--- config.mk ---
export PLATFORM = sky130hd
export DESIGN_NAME = telemetry_line_field_parser
export DESIGN_NICKNAME = d
export VERILOG_FILES = /design/src/rtl/tlfp_pkg.sv /design/src/rtl/telemetry_line_field_parser.sv /design/src/rtl/tlfp_front.sv /design/src/rtl/tlfp_queue.sv /design/src/rtl/tlfp_back.sv
export SDC_FILE = /design/constraint.sdc
export NUM_CORES = 1
export LEC_CHECK = 0
export BUFFER_PORTS_ARGS = -buffer_cell sky130_fd_sc_hd__buf_2
export CAP_MARGIN = 20
export CORE_MARGIN = 4
export CORE_UTILIZATION = 56
export CTS_CLUSTER_SIZE = 12
export DETAILED_ROUTE_END_ITERATION = 6
export GPL_ROUTABILITY_DRIVEN = 0
export MAX_ROUTING_LAYER = met4
export PLACE_DENSITY_LB_ADDON = 0.3
export SYNTH_ARGS = -nofsm -noshare
export SYNTH_HDL_FRONTEND = slang
export SYNTH_SLANG_ARGS = --single-unit
export TNS_END_PERCENT = 20
--- constraint.sdc ---
create_clock -name clock -period 6.7 [get_ports clock]
set_clock_uncertainty 0.15 [all_clocks]
set_input_delay 0.67 -clock clock [delete_from_list [all_inputs] [get_ports clock]]
set_output_delay 0.67 -clock clock [all_outputs]
set_load 0.01 [all_outputs]
--- src/rtl/tlfp_pkg.sv ---
`default_nettype none

package tlfp_pkg;

   // Width of the stored counts and of the field magnitude accumulator.
   localparam int VALUE_WIDTH = 32;
   // Width of the count fields on the result channel.
   localparam int OUT_WIDTH = 32;
   // Depth of the line queue between the byte front end and the update back end.
   localparam int QUEUE_DEPTH = 4;
   localparam int QUEUE_PTR_W = $clog2(QUEUE_DEPTH);

   // Largest magnitude a field may reach (a negative field may reach it exactly).
   localparam logic [VALUE_WIDTH-1:0] MAG_LIMIT = {1'b1, {(VALUE_WIDTH-1){1'b0}}};
   localparam logic [VALUE_WIDTH-1:0] MAG_DIV10 = MAG_LIMIT / 10;
   localparam logic [3:0] MAG_MOD10 = 4'(MAG_LIMIT % 10);

   // Characters with a meaning to the line framing.
   localparam logic [7:0] CH_NL = 8'd10;
   localparam logic [7:0] CH_SEP = 8'd59;

   typedef enum logic [1:0] {
      KIND_OTHER = 2'd0,
      KIND_ENC = 2'd1,
      KIND_TIME = 2'd2
   } kind_type;

   typedef enum logic [1:0] {
      ST_OK = 2'd0,
      ST_NO_DIGITS = 2'd1,
      ST_RANGE = 2'd2,
      ST_NOT_APPLIED = 2'd3
   } status_type;

   typedef struct packed {
      logic [7:0] rx_byte;
      logic       chunk_end;
   } req_type;

   typedef struct packed {
      logic [1:0]                 line_kind;
      logic signed [OUT_WIDTH-1:0] left_count;
      logic signed [OUT_WIDTH-1:0] right_count;
      logic signed [OUT_WIDTH-1:0] update_micros;
      logic signed [OUT_WIDTH-1:0] since_seconds;
      logic [1:0]                 first_status;
      logic [1:0]                 second_status;
   } rsp_type;

   // Running state of one numeric field.
   typedef struct packed {
      logic                   minus;
      logic                   digit;
      logic                   ovf;
      logic [VALUE_WIDTH-1:0] mag;
   } parse_state_type;

   typedef struct packed {
      status_type             status;
      logic [VALUE_WIDTH-1:0] value;
   } finish_type;

   // One finished line, handed from the front end to the back end.
   typedef struct packed {
      kind_type               kind;
      logic                   applied;
      status_type             first_status;
      logic [VALUE_WIDTH-1:0] first_value;
      parse_state_type        field2;
   } line_rec_type;

   // Turns the running state of a field into its value and status.
   function automatic finish_type parse_finish(input parse_state_type ps);
      finish_type r;
      r.value = ps.minus ? (VALUE_WIDTH'(0) - ps.mag) : ps.mag;
      if (!ps.digit) begin
         r.status = ST_NO_DIGITS;
      end else if (ps.ovf) begin
         r.status = ST_RANGE;
      end else if (ps.minus ? (ps.mag > MAG_LIMIT) : (ps.mag > (MAG_LIMIT - 1'b1))) begin
         r.status = ST_RANGE;
      end else begin
         r.status = ST_OK;
      end
      return r;
   endfunction

endpackage

`default_nettype wire

--- src/rtl/telemetry_line_field_parser.sv ---
// Telemetry line field parser.
// The req channel carries one received byte per transaction with a chunk_end
// flag. Lines end at a newline byte or at a byte flagged chunk_end; fields are
// split by semicolons. An 'e' line sets the left and right encoder counts from
// fields 1 and 2, a 't' line sets the update microseconds and seconds since
// update, both only when a third field is present.
// The rsp channel carries one transaction per finished line: the line kind,
// the four stored counts after the line and a status for each of the two fields.
// Throughput: one byte per cycle while the line queue has room. The front end
// parses each byte and pushes a record per finished line into a four-entry
// queue; the back end retires one record per cycle into the output register
// while that register is free or being emptied. The record of the byte that
// closes a line is written into the queue, then moved into the output
// register, which raises rsp_valid. Reset returns the line state to its start,
// empties the queue, drops rsp_valid and clears all four stored counts to zero.
// When the receiver stalls, up to four finished lines wait in the queue besides
// the one in the output register; req_ready then drops until a line is taken.
`default_nettype none

module telemetry_line_field_parser
   import tlfp_pkg::*;
(
   input  wire logic     clock,
   input  wire logic     reset,
   input  wire logic     req_valid,
   output logic          req_ready,
   input  wire req_type  req_data,
   output logic          rsp_valid,
   input  wire logic     rsp_ready,
   output rsp_type       rsp_data
);

   logic         q_full;
   logic         push_valid;
   line_rec_type push_rec;
   logic         pop_valid;
   logic         pop;
   line_rec_type pop_rec;

   // Byte framing and field parsing.
   tlfp_front u_front (
      .clock      (clock),
      .reset      (reset),
      .req_valid  (req_valid),
      .req_ready  (req_ready),
      .req_data   (req_data),
      .q_full     (q_full),
      .push_valid (push_valid),
      .push_rec   (push_rec)
   );

   // Finished lines waiting for the back end.
   tlfp_queue u_queue (
      .clock      (clock),
      .reset      (reset),
      .push_valid (push_valid),
      .push_rec   (push_rec),
      .full       (q_full),
      .pop_valid  (pop_valid),
      .pop        (pop),
      .pop_rec    (pop_rec)
   );

   // Count updates and result output.
   tlfp_back u_back (
      .clock      (clock),
      .reset      (reset),
      .pop_valid  (pop_valid),
      .pop_rec    (pop_rec),
      .pop        (pop),
      .rsp_valid  (rsp_valid),
      .rsp_ready  (rsp_ready),
      .rsp_data   (rsp_data)
   );

endmodule

`default_nettype wire

--- src/rtl/tlfp_front.sv ---
`default_nettype none

module tlfp_front
   import tlfp_pkg::*;
(
   input  wire logic         clock,
   input  wire logic         reset,
   input  wire logic         req_valid,
   output logic              req_ready,
   input  wire req_type      req_data,
   input  wire logic         q_full,
   output logic              push_valid,
   output line_rec_type      push_rec
);

   typedef enum logic [1:0] {
      PH_SPACE,
      PH_SIGN,
      PH_DIGITS,
      PH_DONE
   } phase_type;

   localparam logic [7:0] CH_E = 8'd101;
   localparam logic [7:0] CH_T = 8'd116;
   localparam logic [7:0] CH_PLUS = 8'd43;
   localparam logic [7:0] CH_MINUS = 8'd45;
   localparam logic [7:0] CH_ZERO = 8'd48;
   localparam logic [7:0] CH_NINE = 8'd57;

   logic                   at_start_ff, at_start_in;
   kind_type               kind_ff, kind_in;
   logic [1:0]             sep_cnt_ff, sep_cnt_in;
   logic                   third_ff, third_in;
   phase_type              phase_ff, phase_in;
   parse_state_type        parse_ff, parse_in;
   status_type             held_st_ff, held_st_in;
   logic [VALUE_WIDTH-1:0] held_val_ff, held_val_in;

   logic                   accept;
   logic [7:0]             rx;
   logic                   is_nl;
   logic                   is_sep;
   logic                   is_digit;
   logic                   is_space;
   logic [3:0]             digit_val;
   logic [VALUE_WIDTH-1:0] mag_thr;
   logic [VALUE_WIDTH-1:0] mag_x10;
   finish_type             first_fin;

   // The front end stalls only when the line queue has no room.
   assign req_ready = !q_full;
   assign accept = req_valid && req_ready;

   // Byte classification.
   assign rx = req_data.rx_byte;
   assign is_nl = (rx == CH_NL);
   assign is_sep = (rx == CH_SEP);
   assign is_digit = (rx >= CH_ZERO) && (rx <= CH_NINE);
   assign is_space = rx inside {8'd32, [8'd9:8'd13]};
   assign digit_val = 4'(rx - CH_ZERO);

   // Overflow limit for the next digit and the shifted accumulator.
   assign mag_thr = MAG_DIV10 - VALUE_WIDTH'(digit_val > MAG_MOD10);
   assign mag_x10 = (parse_ff.mag << 3) + (parse_ff.mag << 1);
   assign first_fin = parse_finish(parse_ff);

   // Line and field state update for one accepted byte.
   always_comb begin
      at_start_in = at_start_ff;
      kind_in = kind_ff;
      sep_cnt_in = sep_cnt_ff;
      third_in = third_ff;
      phase_in = phase_ff;
      parse_in = parse_ff;
      held_st_in = held_st_ff;
      held_val_in = held_val_ff;
      push_valid = 1'b0;
      push_rec = '0;

      if (accept) begin
         if (!is_nl) begin
            if (at_start_ff) begin
               at_start_in = 1'b0;
               if (rx == CH_E) begin
                  kind_in = KIND_ENC;
               end else if (rx == CH_T) begin
                  kind_in = KIND_TIME;
               end else begin
                  kind_in = KIND_OTHER;
               end
            end
            if (sep_cnt_ff == 2'd2) begin
               third_in = 1'b1;
            end
            if (is_sep) begin
               if (sep_cnt_ff == 2'd1) begin
                  held_st_in = first_fin.status;
                  held_val_in = first_fin.value;
               end
               if (sep_cnt_ff < 2'd2) begin
                  phase_in = PH_SPACE;
                  parse_in = '0;
               end
               if (sep_cnt_ff < 2'd3) begin
                  sep_cnt_in = sep_cnt_ff + 2'd1;
               end
            end else if (sep_cnt_ff == 2'd1 || sep_cnt_ff == 2'd2) begin
               case (phase_ff)
                  PH_SPACE: begin
                     if (is_space) begin
                        phase_in = PH_SPACE;
                     end else if (rx == CH_PLUS || rx == CH_MINUS) begin
                        parse_in.minus = (rx == CH_MINUS);
                        phase_in = PH_SIGN;
                     end else if (is_digit) begin
                        parse_in.digit = 1'b1;
                        if (!parse_ff.ovf) begin
                           if (parse_ff.mag > mag_thr) begin
                              parse_in.ovf = 1'b1;
                           end else begin
                              parse_in.mag = mag_x10 + VALUE_WIDTH'(digit_val);
                           end
                        end
                        phase_in = PH_DIGITS;
                     end else begin
                        phase_in = PH_DONE;
                     end
                  end
                  PH_SIGN, PH_DIGITS: begin
                     if (is_digit) begin
                        parse_in.digit = 1'b1;
                        if (!parse_ff.ovf) begin
                           if (parse_ff.mag > mag_thr) begin
                              parse_in.ovf = 1'b1;
                           end else begin
                              parse_in.mag = mag_x10 + VALUE_WIDTH'(digit_val);
                           end
                        end
                        phase_in = PH_DIGITS;
                     end else begin
                        phase_in = PH_DONE;
                     end
                  end
                  default: begin
                     phase_in = phase_ff;
                  end
               endcase
            end
         end

         // A newline closes the line as it stands; chunk end closes it after this byte.
         if (is_nl || req_data.chunk_end) begin
            push_valid = 1'b1;
            push_rec.kind = kind_in;
            push_rec.applied = (kind_in != KIND_OTHER) && third_in;
            push_rec.first_status = held_st_in;
            push_rec.first_value = held_val_in;
            push_rec.field2 = parse_in;

            at_start_in = 1'b1;
            kind_in = KIND_OTHER;
            sep_cnt_in = 2'd0;
            third_in = 1'b0;
            phase_in = PH_SPACE;
            parse_in = '0;
            held_st_in = ST_OK;
            held_val_in = '0;
         end
      end
   end

   // Line state registers.
   always_ff @(posedge clock) begin
      if (reset) begin
         at_start_ff <= 1'b1;
         kind_ff <= KIND_OTHER;
         sep_cnt_ff <= 2'd0;
         third_ff <= 1'b0;
         phase_ff <= PH_SPACE;
         parse_ff <= '0;
         held_st_ff <= ST_OK;
         held_val_ff <= '0;
      end else begin
         at_start_ff <= at_start_in;
         kind_ff <= kind_in;
         sep_cnt_ff <= sep_cnt_in;
         third_ff <= third_in;
         phase_ff <= phase_in;
         parse_ff <= parse_in;
         held_st_ff <= held_st_in;
         held_val_ff <= held_val_in;
      end
   end

endmodule

`default_nettype wire

--- src/rtl/tlfp_queue.sv ---
`default_nettype none

module tlfp_queue
   import tlfp_pkg::*;
(
   input  wire logic          clock,
   input  wire logic          reset,
   input  wire logic          push_valid,
   input  wire line_rec_type  push_rec,
   output logic               full,
   output logic               pop_valid,
   input  wire logic          pop,
   output line_rec_type       pop_rec
);

   line_rec_type           mem_ff [QUEUE_DEPTH];
   logic [QUEUE_PTR_W-1:0] wr_ptr_ff, wr_ptr_in;
   logic [QUEUE_PTR_W-1:0] rd_ptr_ff, rd_ptr_in;
   logic [QUEUE_PTR_W:0]   count_ff, count_in;
   logic                   do_push;
   logic                   do_pop;

   assign full = (count_ff == (QUEUE_PTR_W+1)'(QUEUE_DEPTH));
   assign pop_valid = (count_ff != '0);
   assign pop_rec = mem_ff[rd_ptr_ff];
   assign do_push = push_valid && !full;
   assign do_pop = pop && pop_valid;

   // Pointer and fill count update.
   always_comb begin
      wr_ptr_in = wr_ptr_ff;
      rd_ptr_in = rd_ptr_ff;
      count_in = count_ff;
      if (do_push) begin
         wr_ptr_in = (wr_ptr_ff == QUEUE_PTR_W'(QUEUE_DEPTH - 1)) ? '0 : wr_ptr_ff + 1'b1;
      end
      if (do_pop) begin
         rd_ptr_in = (rd_ptr_ff == QUEUE_PTR_W'(QUEUE_DEPTH - 1)) ? '0 : rd_ptr_ff + 1'b1;
      end
      if (do_push && !do_pop) begin
         count_in = count_ff + 1'b1;
      end else if (do_pop && !do_push) begin
         count_in = count_ff - 1'b1;
      end
   end

   always_ff @(posedge clock) begin
      if (reset) begin
         wr_ptr_ff <= '0;
         rd_ptr_ff <= '0;
         count_ff <= '0;
      end else begin
         wr_ptr_ff <= wr_ptr_in;
         rd_ptr_ff <= rd_ptr_in;
         count_ff <= count_in;
      end
   end

   // Record storage.
   always_ff @(posedge clock) begin
      if (do_push) begin
         mem_ff[wr_ptr_ff] <= push_rec;
      end
   end

endmodule

`default_nettype wire

--- src/rtl/tlfp_back.sv ---
`default_nettype none

module tlfp_back
   import tlfp_pkg::*;
(
   input  wire logic          clock,
   input  wire logic          reset,
   input  wire logic          pop_valid,
   input  wire line_rec_type  pop_rec,
   output logic               pop,
   output logic               rsp_valid,
   input  wire logic          rsp_ready,
   output rsp_type            rsp_data
);

   logic [VALUE_WIDTH-1:0] left_ff, left_in;
   logic [VALUE_WIDTH-1:0] right_ff, right_in;
   logic [VALUE_WIDTH-1:0] micros_ff, micros_in;
   logic [VALUE_WIDTH-1:0] seconds_ff, seconds_in;
   logic                   rsp_valid_ff;
   rsp_type                rsp_data_ff, rsp_data_in;
   finish_type             second_fin;
   status_type             s1;
   status_type             s2;

   // Take a line whenever the output register is free or being emptied.
   assign pop = pop_valid && (!rsp_valid_ff || rsp_ready);
   assign second_fin = parse_finish(pop_rec.field2);
   assign rsp_valid = rsp_valid_ff;
   assign rsp_data = rsp_data_ff;

   // Register updates and the result of the line at the queue head.
   always_comb begin
      left_in = left_ff;
      right_in = right_ff;
      micros_in = micros_ff;
      seconds_in = seconds_ff;
      s1 = ST_NOT_APPLIED;
      s2 = ST_NOT_APPLIED;
      if (pop_rec.applied) begin
         s1 = pop_rec.first_status;
         s2 = second_fin.status;
         if (pop_rec.kind == KIND_ENC) begin
            if (s1 == ST_OK) begin
               left_in = pop_rec.first_value;
            end
            if (s2 == ST_OK) begin
               right_in = second_fin.value;
            end
         end else begin
            if (s1 == ST_OK) begin
               micros_in = pop_rec.first_value;
            end
            if (s2 == ST_OK) begin
               seconds_in = second_fin.value;
            end
         end
      end
      rsp_data_in.line_kind = pop_rec.kind;
      rsp_data_in.left_count = OUT_WIDTH'(signed'(left_in));
      rsp_data_in.right_count = OUT_WIDTH'(signed'(right_in));
      rsp_data_in.update_micros = OUT_WIDTH'(signed'(micros_in));
      rsp_data_in.since_seconds = OUT_WIDTH'(signed'(seconds_in));
      rsp_data_in.first_status = s1;
      rsp_data_in.second_status = s2;
   end

   // Stored counts and the output register.
   always_ff @(posedge clock) begin
      if (reset) begin
         left_ff <= '0;
         right_ff <= '0;
         micros_ff <= '0;
         seconds_ff <= '0;
         rsp_valid_ff <= 1'b0;
      end else if (pop) begin
         left_ff <= left_in;
         right_ff <= right_in;
         micros_ff <= micros_in;
         seconds_ff <= seconds_in;
         rsp_valid_ff <= 1'b1;
      end else if (rsp_ready) begin
         rsp_valid_ff <= 1'b0;
      end
   end

   always_ff @(posedge clock) begin
      if (pop) begin
         rsp_data_ff <= rsp_data_in;
      end
   end

endmodule

`default_nettype wire

# Word-level counts from Yosys, hierarchy flattened

Memories as Yosys holds them, arrays and structs flattened. A register that Yosys moved wholly into a read port is not among the register bits.
Index checks and enable logic that the tools add are counted.

Register bits after elaboration: 347
RAM bits: 288
Output and inout port bits: 136
Word-level logic and storage cells: 183
Memories: 1

Memories:

| memory         | words | width | rd ports | clocked after memory_dff | wr ports | RTL line         | source |
|---|---|---|---|---|---|---|---|
| u_queue.mem_ff | 4     | 72    | 1        | 1                        | 1        | tlfp_queue.sv:16 | `line_rec_type mem_ff [QUEUE_DEPTH];` |

$add $sub $neg: 11
Order comparisons: 12
Equality and inequality tests: 17
Mux-type cells: 83
Reductions and logical operators: 33

Operators by type and width:

| operator                                                         | number |
|---|---|
| 2-to-1 mux 32 bit                                                | 19 |
| 2-to-1 mux 35 bit                                                | 6 |
| 2-to-1 mux 72 bit                                                | 2 |
| 2-to-1 mux 34 bit                                                | 2 |
| case mux 34 bit (2 select lines)                                 | 1 |
| greater-than comparator 32 x 31 -> 1 bit (second input constant) | 2 |
| greater-than comparator 32 bit (second input constant)           | 2 |
| subtractor 1 x 32 -> 32 bit (first input constant)               | 2 |
| 2-to-1 mux 2 bit                                                 | 31 |
| 2-to-1 mux 33 bit                                                | 1 |
| adder 32 bit                                                     | 1 |
| adder 32 x 4 -> 32 bit                                           | 1 |
| == test 8 x 6 -> 1 bit (second input constant)                   | 4 |
| greater-than comparator 32 bit                                   | 1 |
| subtractor 28 x 1 -> 29 bit (first input constant)               | 1 |
| 2-to-1 mux 1 bit                                                 | 18 |
| == test 8 x 7 -> 1 bit (second input constant)                   | 2 |
| nonzero test 2 bit                                               | 6 |
| logical AND 1 bit                                                | 9 |
| == test 2 bit (second input constant)                            | 4 |
| == test 8 x 4 -> 1 bit (second input constant)                   | 1 |
| >= comparator 8 x 4 -> 1 bit (second input constant)             | 1 |
| >= comparator 8 x 6 -> 1 bit (second input constant)             | 1 |
| <= comparator 8 x 4 -> 1 bit (second input constant)             | 1 |
| 22 further kinds                                                 | 37 |

# Longest topological paths before layout

Gate-level depths: netlist (run 1).

Word-level depth: 15
Gate-level depth with buffers: 15
Depth with buffers taken out: 12

# Cells and area by module

A second synthesis (run 1) with hierarchy kept.

Cells, all modules: 2307
Area, all modules: 29180.5 um2

Modules (own cells, without submodules):

| module     | times used | cells each | area each (um2) | seq. area each (um2) |
|---|---|---|---|---|
| tlfp_back  | 1          | 886        | 11207.0         | 6606.3 |
| tlfp_queue | 1          | 426        | 10892.9         | 8828.5 |
| tlfp_front | 1          | 995        | 7080.5          | 1541.5 |

# Worst setup path after synthesis (run 1)

No wires, ideal clock.

Path type: input-to-reg
From: in rsp_ready
To: reg u_back.rsp_data_ff, in the netlist u_back.rsp_data[0], enable pin
Setup time: 0.551 ns
Data arrival time: 5.060 ns
Data required time: 5.999 ns
Setup slack: 0.938 ns
Stages on the path: 5
Cell sequence: inv_1 > a21o_1 > clkbuf_1 > inv_1 > clkbuf_1

Cells in the longest elaborated chain, start to end: 2

RTL lines:

| item                 | RTL line                          | source |
|---|---|---|
| from (decl)          | telemetry_line_field_parser.sv:29 | `input wire logic rsp_ready,` |
| logical OR 1 bit     | tlfp_back.sv:27                   | `assign pop = pop_valid && (!rsp_valid_ff \|\| rsp_ready);` |
| logical AND 1 bit    | tlfp_back.sv:27                   |  |
| via pop              | telemetry_line_field_parser.sv:37 | `logic pop;` |
| to (signal assigned) | tlfp_back.sv:89                   | `rsp_data_ff <= rsp_data_in;` |
| to (decl)            | tlfp_back.sv:21                   | `rsp_type rsp_data_ff, rsp_data_in;` |

The timed path passes the listed nets, and every way through them passes these cells.
A chain may end at the register's enable or synchronous reset.

==> impl_metrics.prom, run 1 <==
# TYPE chip_impl_metric gauge
chip_impl_info{name="run_status",value="finished, final reports clean"} 1
chip_impl_metric{name="synth.avg_cell_area",unit="um2"} 12.25
chip_impl_metric{name="clkLatencyLatePin",unit="ns"} 0.62
chip_impl_info{name="hp-class",value="in -> reg"} 1
chip_impl_metric{name="power.leakage",unit="nW"} 11.22
chip_impl_metric{name="cp_max_fo",unit=""} 63
chip_impl_metric{name="sequentialPowerShare",unit=""} 0.449
chip_impl_metric{name="clkPwrFrac",unit=""} 0.263
chip_impl_metric{name="postSynthRegisterBits",unit=""} 637
chip_impl_metric{name="total_switching_power",unit="mW"} 3.843
chip_impl_metric{name="io_buffers",unit=""} 148
chip_impl_metric{name="synth-warning-count",unit=""} 0
chip_impl_metric{name="fp.dieArea",unit="mm2"} 0.05414
chip_impl_metric{name="number_of_synthesized_flops_with_an_enable_pin",unit=""} 422
chip_impl_metric{name="max-vdd-ir-drop",unit="mV"} 0.2349
chip_impl_info{name="commonest_register_cell_after_synthesis",value="sky130_fd_sc_hd__edfxtp_1"} 1
chip_impl_info{name="startpoint_type",value="flop"} 1
chip_impl_metric{name="design.portCount",unit=""} 149
chip_impl_metric{name="cp_num_buf_inv",unit=""} 1
chip_impl_metric{name="detail_route.wl_per_cell",unit="um"} 20.35
chip_impl_metric{name="max_slew.worst_pin.slew",unit="ns"} 1.138
chip_impl_metric{name="grt_pass1_wl",unit="mm"} 100.3
chip_impl_metric{name="cts.htree.levels",unit=""} 2
chip_impl_metric{name="cts.hold.buffers_added",unit=""} 0
chip_impl_metric{name="max_cap_viol_count",unit=""} 0
chip_impl_metric{name="die_y",unit="um"} 232.7
chip_impl_metric{name="setup_total_negative_slack",unit="ns"} 0
chip_impl_info{name="cts_root_buf",value="sky130_fd_sc_hd__clkbuf_16"} 1
chip_impl_metric{name="post-route-drc-count",unit=""} 0
chip_impl_metric{name="finalSetupViolations",unit=""} 0
chip_impl_metric{name="nets",unit=""} 2486
chip_impl_info{name="cell_mode_on_critical_path",value="sky130_fd_sc_hd__nor2_1"} 1
chip_impl_metric{name="ant_nets",unit=""} 0
chip_impl_metric{name="use_met1",unit=""} 0.3253
chip_impl_metric{name="initial_utilization",unit=""} 0.5646
chip_impl_metric{name="cts-root-to-sink-buffers",unit=""} 3
chip_impl_info{name="netlist_top_cells_area",value="sky130_fd_sc_hd__edfxtp_1, sky130_fd_sc_hd__dfxtp_1, sky130_fd_sc_hd__mux4_2"} 1
chip_impl_metric{name="global_route.overflow_total",unit=""} 0
chip_impl_metric{name="share_comb_of_total_power",unit=""} 0.288
chip_impl_metric{name="cts-resized-gates",unit=""} 0
chip_impl_metric{name="numCtsBuffers",unit=""} 61
chip_impl_metric{name="net_count_after_synthesis",unit=""} 2397
chip_impl_info{name="cts_tree",value="built"} 1
chip_impl_metric{name="clock-sinks",unit=""} 637
chip_impl_metric{name="power_density",unit="mW/mm2"} 384.0
chip_impl_info{name="timing.critical_path.to_type",value="flop"} 1
chip_impl_metric{name="via_per_inst",unit=""} 6.057
chip_impl_metric{name="track_usage",unit=""} 0.2381
chip_impl_metric{name="drv_slew",unit=""} 0
chip_impl_metric{name="cts_post_setup_buffers_inserted",unit=""} 0
chip_impl_metric{name="fillerInstances",unit=""} 3801
chip_impl_info{name="dominant_cell_type_by_area_after_synthesis",value="sky130_fd_sc_hd__edfxtp_1"} 1
chip_impl_info{name="path_delay_family",value="simple AND/OR/NAND/NOR gates"} 1
chip_impl_metric{name="floorplan.rows",unit=""} 82
chip_impl_metric{name="ys_async_sr_fraction",unit=""} 0
chip_impl_metric{name="wirelength",unit="mm"} 63.44
chip_impl_metric{name="holdWs",unit="ns"} 0.1901
chip_impl_info{name="grt_setup_unrepaired",value="false"} 1
chip_impl_info{name="critPathKind",value="reg -> reg"} 1
chip_impl_metric{name="post_synth_num_cell_types",unit=""} 78
chip_impl_metric{name="power_switching_share",unit=""} 0.3195
chip_impl_metric{name="detailroute.via_count",unit=""} 18890
chip_impl_metric{name="timing.fmax",unit="MHz"} 220.0
chip_impl_metric{name="fp.dieW",unit="um"} 232.7
chip_impl_metric{name="netlist_instances",unit=""} 2307
chip_impl_metric{name="grt_start_max_net_pins",unit=""} 92
chip_impl_info{name="path_cells",value="buf_4, mux4_2, nor4_1, nand3_1, nor2_1, a31oi_4, nor2_8, mux2i_1, nor2_1"} 1
chip_impl_metric{name="grt_antenna_before_repair",unit=""} 0
chip_impl_metric{name="layout-drive-gt1-share",unit=""} 0.1766
chip_impl_metric{name="max-slew-margin-rel",unit=""} 0.2405
chip_impl_metric{name="worst_setup_hold_path_clk_slew",unit="ns"} 0.06
chip_impl_metric{name="cp_data_required_time",unit="ns"} 7.00
chip_impl_metric{name="vias_in_the_first_global_route",unit=""} 18100
chip_impl_metric{name="detailedRoute.firstIterationViolations",unit=""} 1862
chip_impl_metric{name="cellInternalPower",unit="mW"} 8.183
chip_impl_metric{name="syn_to_layout_area_delta",unit="%"} 10.77
chip_impl_metric{name="slowest_delay",unit="ns"} 0.79
chip_impl_metric{name="cp.arrival",unit="ns"} 4.84
chip_impl_info{name="mostFrequentLayoutCell",value="sky130_fd_sc_hd__edfxtp_1"} 1
chip_impl_metric{name="grt.met3_usage",unit=""} 0.04040
chip_impl_metric{name="top_area_cell_type_share_of_the_netlist_area",unit=""} 0.4482
chip_impl_metric{name="grtUsageMet2",unit=""} 0.3718
chip_impl_metric{name="ys_seq_area_frac",unit=""} 0.6005
chip_impl_info{name="top_usage_layer",value="met2"} 1
chip_impl_metric{name="half_perimeter_wire_length_after_detailed_placement",unit="mm"} 41.56
chip_impl_metric{name="floorplan.core_area",unit="mm2"} 0.05007
chip_impl_metric{name="hold_viol",unit=""} 0
chip_impl_metric{name="final_period_minus_worst_setup_slack",unit="ns"} 4.545
chip_impl_metric{name="detailed_router_iteration_count_before_antenna_repair",unit=""} 5
chip_impl_metric{name="min_period_over_period",unit=""} 0.6784
chip_impl_info{name="critPathSlowestCell",value="sky130_fd_sc_hd__nor2_8"} 1
chip_impl_metric{name="syn-cell-area",unit="mm2"} 0.02827
chip_impl_info{name="most_used_cells_in_the_layout_excluding_fill_and_tap_cells",value="sky130_fd_sc_hd__edfxtp_1, sky130_fd_sc_hd__nor2_1, sky130_fd_sc_hd__dfxtp_1"} 1
chip_impl_metric{name="antenna_cells",unit=""} 0
-- layout make-up --
cell class,instances,area (um2),area share
sequential,637,16980,0.5423
multi-input combinational,1498,10640,0.3398
clock buffer,106,1777,0.05674
timing repair buffer,170,924.6,0.02953
tap,672,840.8,0.02685
inverter,28,110.1,0.003516
clock inverter,7,40.04,0.001279
-- power by group through the flow --
stage	clock [mW]	combinational (mW)	sequential (mW)
6_report	3.16	3.46	5.40
5_1_grt	3.38	3.79	5.48
4_1_cts	3.21	3.50	5.41
3_5_place_dp	0	3.46	5.49
3_3_place_gp	0	3.35	5.45
2_1_floorplan	0	2.27	5.67
-- per-layer routing --
metal / vias up / share of wire
met5: - / 0
met4: 0 / 0.027
met3: 139 / 0.068
met2: 676 / 0.48
met1: 9311 / 0.43
li1: 8761 / -
-- synth_stat cells (all sizes together), types with 4 or more instances --
| library cell | n |
|---|---|
| nand4 | 11 |
| edfxtp | 422 |
| nand2b | 15 |
| and3 | 13 |
| dfxtp | 215 |
| nand4b | 4 |
| nor3 | 86 |
| a2bb2oi | 8 |
| a31oi | 8 |
| xor2 | 47 |
| a21oi | 83 |
| a211oi | 91 |
| nor4 | 14 |
| inv | 27 |
| o31ai | 21 |
| ha | 74 |
| mux2i | 8 |
| or2 | 4 |
| nor2 | 348 |
| or3 | 6 |
| nor2b | 17 |
| o21ai | 132 |
| or4 | 7 |
| a22o | 34 |
| xnor2 | 45 |
| a22oi | 21 |
| o41ai | 5 |
| clkbuf | 114 |
| o21a | 4 |
| and2 | 8 |
| mux4 | 71 |
| nand3 | 16 |
| a21o | 14 |
| nand2 | 163 |
| o2bb2ai | 4 |
| mux2 | 66 |
| o21bai | 4 |
| o211ai | 9 |
| buf | 30 |
-- cells by family (layout without fill, tap and decap cells) --
kind of cell | count (synthesis) | after routing | synth area share
and+or+nand+nor | 723 | 723 | 0.1140
DFF | 637 | 637 | 0.6005
muxes | 145 | 145 | 0.08568
buffers and inverters | 172 | 311 | 0.02470
xor gates and xnor gates | 92 | 92 | 0.02850
adders and majority gates | 77 | 77 | 0.03488
AOI/OAI and AO/OA | 461 | 461 | 0.1118
-- worst register-to-register path: stages, from the launching register on --
cell                      delay [ns]
sky130_fd_sc_hd__dfxtp_2        0.77
sky130_fd_sc_hd__buf_4          0.68
sky130_fd_sc_hd__mux4_2         0.46
sky130_fd_sc_hd__nor4_1         0.42
sky130_fd_sc_hd__nand3_1        0.17
sky130_fd_sc_hd__nor2_1         0.39
sky130_fd_sc_hd__a31oi_4        0.19
sky130_fd_sc_hd__nor2_8         0.79
sky130_fd_sc_hd__mux2i_1        0.31
sky130_fd_sc_hd__nor2_1         0.06
-- sequential cells by signal, summed over array words and instances (netlist names), named ones only --
register / count
u_queue.count_ff: 3
u_queue.wr_ptr_ff: 2
u_front.phase_ff: 2
u_front.sep_cnt_ff: 2
u_queue.mem_ff: 288
u_front.kind_ff: 2
u_back.seconds_ff: 32
u_back.micros_ff: 32
u_front.held_st_ff: 2
u_queue.rd_ptr_ff: 2
u_front.parse_ff: 35
u_back.left_ff: 32
u_front.third_ff: 1
u_front.at_start_ff: 1
u_back.right_ff: 32
u_back.rsp_valid: 1
u_back.rsp_data: 134
u_front.held_val_ff: 32
-- worst paths after layout --
check / cells past startpoint / endpoint / startpoint / slack, ns
hold / removal: 4 / u_back.rsp_valid$_SDFFE_PP0P_ / rsp_ready / 0.19
hold reg to reg: 2 / u_front.held_val_ff[18]$_SDFFE_PP0P_ / u_front.held_val_ff[18]$_SDFFE_PP0P_ / 0.30
setup / recovery: 9 / u_back.seconds_ff[0]$_SDFFE_PP0P_ / flop / 2.15
setup reg to reg: 9 / u_back.seconds_ff[0]$_SDFFE_PP0P_ / flop / 2.15
-- metrics by stage --
| step | cell area, um2 | total power, mW | util | std cells | setup WS (ns) |
|---|---|---|---|---|---|
| after floorplan | 28270 | 7.941 | - | 2307 | 0.9384 |
| after global placement | 29480 | 8.807 | 0.5888 | 3004 | 2.136 |
| after detailed placement | 29480 | 8.953 | 0.5888 | 3004 | 2.142 |
| after CTS | 31300 | 12.12 | 0.6251 | 3117 | 2.107 |
| after global routing | 31320 | 12.65 | 0.6255 | 3118 | 1.846 |
| final | 31320 | 12.02 | 0.6255 | 3118 | 2.155 |
No activity file was read; power rests on OpenSTA's default activity.
==> inputs of run 2 (changes only) <==
clock period = 4.56 ns   (was 6.7 ns; I/O delays follow)
==> run 2 against run 1 <==
  * Combinational power grew 51%
  * Core utilization grew 1.1 points
  * Die area is the same
  * Critical path type unchanged
  * Largest power group unchanged
==> impl_metrics.prom, run 2 (synthesis gave the netlist of run 1 again) <==
# TYPE chip_impl_metric gauge
chip_impl_metric{name="cts-root-to-sink-buffers",unit=""} 3
chip_impl_info{name="max_flop_register",value="u_queue.mem_ff"} 1
chip_impl_info{name="run_status",value="finished, final reports clean"} 1
chip_impl_metric{name="ant_nets",unit=""} 0
chip_impl_metric{name="detailed_router_iteration_count_before_antenna_repair",unit=""} 5
chip_impl_metric{name="area_taken_by_multi_input_logic_gates",unit="mm2"} 0.01064
chip_impl_metric{name="grt_antenna_before_repair",unit=""} 0
chip_impl_metric{name="syn_to_layout_area_delta",unit="%"} 12.75
chip_impl_metric{name="post_route_total_power",unit="mW"} 18.35
chip_impl_metric{name="floorplan.rows",unit=""} 82
chip_impl_metric{name="setup_total_negative_slack",unit="ns"} 0
chip_impl_info{name="critPathKind",value="reg -> reg"} 1
chip_impl_metric{name="seqCellArea",unit="mm2"} 0.01698
chip_impl_metric{name="wirelength",unit="mm"} 63.66
chip_impl_metric{name="layout-drive-gt1-share",unit=""} 0.1903
chip_impl_metric{name="timing.fmax",unit="MHz"} 235.6
chip_impl_info{name="timing.critical_path.to_type",value="flop"} 1
chip_impl_metric{name="cp_max_fo",unit=""} 8
chip_impl_metric{name="final_period_minus_worst_setup_slack",unit="ns"} 4.244
chip_impl_info{name="cts_root_buf",value="sky130_fd_sc_hd__clkbuf_16"} 1
chip_impl_metric{name="design.portCount",unit=""} 149
chip_impl_metric{name="fp.dieW",unit="um"} 232.7
chip_impl_metric{name="numCtsBuffers",unit=""} 67
chip_impl_info{name="most_used_cells_in_the_layout_excluding_fill_and_tap_cells",value="sky130_fd_sc_hd__edfxtp_1, sky130_fd_sc_hd__nor2_1, sky130_fd_sc_hd__dfxtp_1"} 1
chip_impl_metric{name="finalSetupViolations",unit=""} 0
chip_impl_metric{name="clkLatencyLatePin",unit="ns"} 0.60
chip_impl_metric{name="detailedRoute.firstIterationViolations",unit=""} 1826
chip_impl_metric{name="cts.htree.levels",unit=""} 3
chip_impl_metric{name="grt_pass1_wl",unit="mm"} 100.3
chip_impl_metric{name="final_util",unit=""} 0.6366
chip_impl_metric{name="detailroute.via_count",unit=""} 18900
chip_impl_metric{name="power_density",unit="mW/mm2"} 575.8
chip_impl_metric{name="cp_data_required_time",unit="ns"} 4.73
chip_impl_metric{name="cp.arrival",unit="ns"} 4.42
chip_impl_metric{name="initial_utilization",unit=""} 0.5646
chip_impl_metric{name="drv_slew",unit=""} 0
chip_impl_metric{name="half_perimeter_wire_length_after_detailed_placement",unit="mm"} 41.84
chip_impl_metric{name="global_route.overflow_total",unit=""} 0
chip_impl_metric{name="worst_setup_hold_path_clk_slew",unit="ns"} 0.06
chip_impl_info{name="startpoint_type",value="flop"} 1
chip_impl_info{name="grt_setup_unrepaired",value="false"} 1
chip_impl_metric{name="cts-resized-gates",unit=""} 0
chip_impl_metric{name="min_period_over_period",unit=""} 0.9308
chip_impl_metric{name="detail_route.wl_per_cell",unit="um"} 20.20
chip_impl_metric{name="track_usage",unit=""} 0.2393
chip_impl_metric{name="hold_viol",unit=""} 0
chip_impl_metric{name="max-vdd-ir-drop",unit="mV"} 0.3777
chip_impl_metric{name="cts.hold.buffers_added",unit=""} 1
chip_impl_metric{name="post-route-drc-count",unit=""} 0
chip_impl_metric{name="fp.dieArea",unit="mm2"} 0.05414
chip_impl_metric{name="max_slew.worst_pin.slew",unit="ns"} 1.029
chip_impl_info{name="mostFrequentLayoutCell",value="sky130_fd_sc_hd__edfxtp_1"} 1
chip_impl_info{name="cts_tree",value="built"} 1
chip_impl_metric{name="max-slew-margin-rel",unit=""} 0.3138
chip_impl_metric{name="io_buffers",unit=""} 148
chip_impl_metric{name="largest_register_ff_count",unit=""} 288
chip_impl_metric{name="max_cap_viol_count",unit=""} 0
chip_impl_metric{name="via_per_inst",unit=""} 5.996
chip_impl_metric{name="grt_start_max_net_pins",unit=""} 102
chip_impl_metric{name="power.leakage",unit="nW"} 11.50
chip_impl_metric{name="nets",unit=""} 2515
chip_impl_metric{name="fillerInstances",unit=""} 3717
chip_impl_info{name="hp-class",value="in -> reg"} 1
chip_impl_metric{name="clock-sinks",unit=""} 637
chip_impl_metric{name="die_y",unit="um"} 232.7
chip_impl_metric{name="antenna_cells",unit=""} 0
chip_impl_metric{name="vias_in_the_first_global_route",unit=""} 18480
chip_impl_metric{name="cts_post_setup_buffers_inserted",unit=""} 0
chip_impl_metric{name="floorplan.core_area",unit="mm2"} 0.05007
run 2: report_power, final:
group / total [mW] / switching, mW / internal (mW)
sequential: 7.93 / 0.455 / 7.48
combinational: 5.21 / 3.22 / 1.98
clock: 5.22 / 2.17 / 3.05
total: 18.4 / 5.85 / 12.5
run 2: area by class of cell:
type	count	area share
clock buffer	110	0.06230
multi-input combinational	1498	0.3339
inverter	28	0.003454
tap	672	0.02638
sequential	637	0.5328
timing repair buffer	193	0.03725
clock inverter	14	0.004004
run 2: worst max-delay path, stage by stage, from the launching register on:
cell	delay [ns]
sky130_fd_sc_hd__dfxtp_1	0.56
sky130_fd_sc_hd__inv_1	0.19
sky130_fd_sc_hd__fa_1	0.60
sky130_fd_sc_hd__inv_1	0.06
sky130_fd_sc_hd__ha_1	0.27
sky130_fd_sc_hd__a21oi_1	0.08
sky130_fd_sc_hd__nand4b_1	0.21
sky130_fd_sc_hd__a211o_1	0.34
sky130_fd_sc_hd__o211a_1	0.28
sky130_fd_sc_hd__or2_2	0.36
sky130_fd_sc_hd__o221ai_1	0.26
sky130_fd_sc_hd__xnor2_1	0.15
sky130_fd_sc_hd__o21ai_0	0.45
run 2: metrics by stage:
stage               instances  cell area, um2  hold slack (ns)  worst slack, ns
CTS                      3152           31870          0.07120           0.3877
global placement         3027           29750           0.2831           0.4639
detailed placement       3027           29750           0.2922           0.4119
floorplan                2307           28270           0.2744           0.7353
global route             3152           31870           0.1250           0.1136
finish                   3152           31870           0.1032           0.3155
run 2: routing by layer:
| metal | up-vias | share of wire | GRT usage |
|---|---|---|---|
| met5 | - | 0 | - |
| met4 | 0 | 0.029 | 0.08648 |
| met1 | 9250 | 0.43 | 0.3236 |
| li1 | 8826 | - | - |
| met3 | 117 | 0.067 | 0.04383 |
| met2 | 706 | 0.47 | 0.3670 |
run 2: final timing paths:
| path | slack (ns) | cells after the start | startpoint | to |
|---|---|---|---|---|
| worst max register to register | 0.32 | 12 | u_front.parse_ff[0]$_SDFFE_PP0P_ | u_queue.mem_ff[2][29]$_DFFE_PP_ |
| worst max-delay path | 0.32 | 12 | u_front.parse_ff[0]$_SDFFE_PP0P_ | u_queue.mem_ff[2][29]$_DFFE_PP_ |
| worst min-delay path | 0.10 | 2 | req_data[1] | u_front.parse_ff[0]$_SDFFE_PP0P_ |
| worst min register to register | 0.31 | 2 | u_front.held_val_ff[27]$_SDFFE_PP0P_ | u_front.held_val_ff[27]$_SDFFE_PP0P_ |
==> inputs of run 3 (changes only) <==
MAX_ROUTING_LAYER = unset   (was met4)
RECOVER_POWER = 100   (was unset)
==> run 3 against run 2 <==
  * The run now ends with max-capacitance violations, max-slew violations left
  * Non-clock buffer count stayed put
  * Register-to-register slack is essentially flat
  * Global-route usage fell by 0.68 points
  * Via count up 0.32%
  * Clock-buffer cell count is the same
  * Critical path type unchanged
==> impl_metrics.prom, run 3 (synthesis gave the netlist of run 1 again) <==
# TYPE chip_impl_metric gauge
chip_impl_info{name="run_status",value="complete, but fails checks"} 1
chip_impl_info{name="violations",value="max-capacitance violations, max-slew violations"} 1
chip_impl_metric{name="initial_utilization",unit=""} 0.5646
chip_impl_metric{name="holdWs",unit="ns"} 0.1013
chip_impl_metric{name="post-route-drc-count",unit=""} 0
chip_impl_metric{name="numCtsBuffers",unit=""} 67
chip_impl_metric{name="layout_setup_ws",unit="ns"} 0.3216
chip_impl_metric{name="cts-root-to-sink-buffers",unit=""} 3
chip_impl_metric{name="half_perimeter_wire_length_after_detailed_placement",unit="mm"} 41.84
chip_impl_metric{name="layout-drive-gt1-share",unit=""} 0.1060
chip_impl_info{name="most_used_cells_in_the_layout_excluding_fill_and_tap_cells",value="sky130_fd_sc_hd__edfxtp_1, sky130_fd_sc_hd__nor2_1, sky130_fd_sc_hd__dfxtp_1"} 1
chip_impl_metric{name="power.leakage",unit="nW"} 11.04
chip_impl_metric{name="detailed_router_iteration_count_before_antenna_repair",unit=""} 6
chip_impl_metric{name="max_slew.worst_pin.slew",unit="ns"} 1.944
chip_impl_metric{name="wirelength",unit="mm"} 63.77
chip_impl_metric{name="syn_to_layout_area_delta",unit="%"} 11.39
chip_impl_metric{name="finalSetupViolations",unit=""} 0
chip_impl_metric{name="cp_data_required_time",unit="ns"} 4.75
chip_impl_metric{name="grt_pass1_wl",unit="mm"} 100.4
chip_impl_metric{name="via_per_inst",unit=""} 6.015
chip_impl_metric{name="fp.dieArea",unit="mm2"} 0.05414
chip_impl_info{name="max_flop_register",value="u_queue.mem_ff"} 1
chip_impl_info{name="startpoint_type",value="flop"} 1
chip_impl_metric{name="io_buffers",unit=""} 148
chip_impl_metric{name="ant_nets",unit=""} 0
chip_impl_metric{name="detailedRoute.firstIterationViolations",unit=""} 1724
chip_impl_metric{name="max_cap_viol_count",unit=""} 5
chip_impl_metric{name="antenna_cells",unit=""} 0
chip_impl_info{name="cts_root_buf",value="sky130_fd_sc_hd__clkbuf_16"} 1
chip_impl_metric{name="fp.dieW",unit="um"} 232.7
chip_impl_metric{name="pre_cts_slack",unit="ns"} 0.4119
chip_impl_info{name="cts_tree",value="built"} 1
chip_impl_metric{name="worst_setup_hold_path_clk_slew",unit="ns"} 0.06
chip_impl_metric{name="fillerInstances",unit=""} 3827
chip_impl_metric{name="power_density",unit="mW/mm2"} 575.1
chip_impl_metric{name="final_period_minus_worst_setup_slack",unit="ns"} 4.238
chip_impl_info{name="grt_setup_unrepaired",value="false"} 1
chip_impl_metric{name="die_y",unit="um"} 232.7
chip_impl_metric{name="hold_viol",unit=""} 0
chip_impl_metric{name="clkLatencyLatePin",unit="ns"} 0.60
chip_impl_metric{name="floorplan.rows",unit=""} 82
chip_impl_metric{name="grt_antenna_before_repair",unit=""} 0
chip_impl_metric{name="cts.htree.levels",unit=""} 3
chip_impl_metric{name="floorplan.core_area",unit="mm2"} 0.05007
chip_impl_metric{name="max-vdd-ir-drop",unit="mV"} 0.3760
chip_impl_info{name="hp-class",value="in -> reg"} 1
chip_impl_metric{name="cp_max_fo",unit=""} 8
chip_impl_metric{name="global_route.overflow_total",unit=""} 0
chip_impl_metric{name="min_period_over_period",unit=""} 0.9295
chip_impl_metric{name="detailroute.via_count",unit=""} 18960
chip_impl_metric{name="largest_register_ff_count",unit=""} 288
chip_impl_info{name="mostFrequentLayoutCell",value="sky130_fd_sc_hd__edfxtp_1"} 1
chip_impl_metric{name="final_util",unit=""} 0.6290
chip_impl_metric{name="post_route_total_power",unit="mW"} 18.11
chip_impl_metric{name="max-slew-margin-rel",unit=""} -0.2961
chip_impl_metric{name="grt_start_max_net_pins",unit=""} 102
chip_impl_metric{name="detail_route.wl_per_cell",unit="um"} 20.23
chip_impl_metric{name="clock-sinks",unit=""} 637
chip_impl_metric{name="nets",unit=""} 2515
chip_impl_metric{name="track_usage",unit=""} 0.2325
chip_impl_metric{name="timing.fmax",unit="MHz"} 235.9
chip_impl_metric{name="setup_total_negative_slack",unit="ns"} 0
chip_impl_metric{name="design.portCount",unit=""} 149
chip_impl_metric{name="cp.arrival",unit="ns"} 4.43
chip_impl_metric{name="cts-resized-gates",unit=""} 0
chip_impl_metric{name="drv_slew",unit=""} 320
chip_impl_info{name="timing.critical_path.to_type",value="flop"} 1
chip_impl_info{name="critPathKind",value="reg -> reg"} 1
chip_impl_metric{name="vias_in_the_first_global_route",unit=""} 18480
[run 3: cell count changes in the layout (fill, tap and decap cells not counted), sizes merged]
cell      change
clkinvlp      +1
clkbuf      +153
inv           -1
buf         -153
[run 3: cell type report]
type | instances | area [um2] | area share
Inverter | 28 | 106.4 | 0.003377
Timing Repair Buffer | 193 | 912.1 | 0.02896
Tap cell | 672 | 840.8 | 0.02670
Clock buffer | 110 | 1986 | 0.06305
Sequential cell | 637 | 16980 | 0.5392
Multi-Input combinational cell | 1498 | 10540 | 0.3346
Clock inverter | 14 | 127.6 | 0.004053
[run 3: path summary, 6_finish.rpt]
| path | slack (ns) | cells past startpoint | startpoint | to |
|---|---|---|---|---|
| setup / recovery | 0.32 | 12 | u_front.parse_ff[0]$_SDFFE_PP0P_ | u_queue.mem_ff[0][28]$_DFFE_PP_ |
| setup reg to reg | 0.32 | 12 | u_front.parse_ff[0]$_SDFFE_PP0P_ | u_queue.mem_ff[0][28]$_DFFE_PP_ |
| hold reg to reg | 0.31 | 1 | u_front.held_val_ff[19]$_SDFFE_PP0P_ | u_front.held_val_ff[19]$_SDFFE_PP0P_ |
| hold / removal | 0.10 | 2 | req_data[1] | u_front.parse_ff[0]$_SDFFE_PP0P_ |
[run 3: timing repair]
| action | CTS | global route |
|---|---|---|
| hold buffers | 1 | 0 |
| buffers inserted | 0 | 0 |
| endpoints found under the hold margin | 1 | 0 |
[run 3: per-layer routing]
metal | up-vias | GRT usage | wire (um)
li1 | 8828 | - | -
met1 | 9276 | 0.3222 | 27120
met2 | 741 | 0.3672 | 30270
met3 | 114 | 0.04640 | 4640
met4 | 0 | 0.08629 | 1744
met5 | - | 0 | 0
[run 3: critical path, stage by stage, from the launching register on]
cell	delay, ns
sky130_fd_sc_hd__dfxtp_1	0.57
sky130_fd_sc_hd__inv_1	0.20
sky130_fd_sc_hd__fa_1	0.54
sky130_fd_sc_hd__fa_1	0.48
sky130_fd_sc_hd__nand2b_1	0.19
sky130_fd_sc_hd__a21oi_1	0.28
sky130_fd_sc_hd__o21ai_0	0.18
sky130_fd_sc_hd__o211ai_1	0.22
sky130_fd_sc_hd__a221oi_1	0.17
sky130_fd_sc_hd__clkbuf_1	0.21
sky130_fd_sc_hd__o2111ai_1	0.26
sky130_fd_sc_hd__xnor2_1	0.10
sky130_fd_sc_hd__o21ai_0	0.41
[run 3: power by group]
part           internal (mW)  switching (mW)  total (mW)
clock                   3.05            2.17        5.22
sequential              7.49           0.474        7.97
combinational           1.74            3.18        4.93
[run 3: metrics by stage]
stage	instance area (um2)	cells
finish	31490	3152
global placement	29750	3027
floorplan	28270	2307
detailed placement	29750	3027
global route	31490	3152
CTS	31870	3152
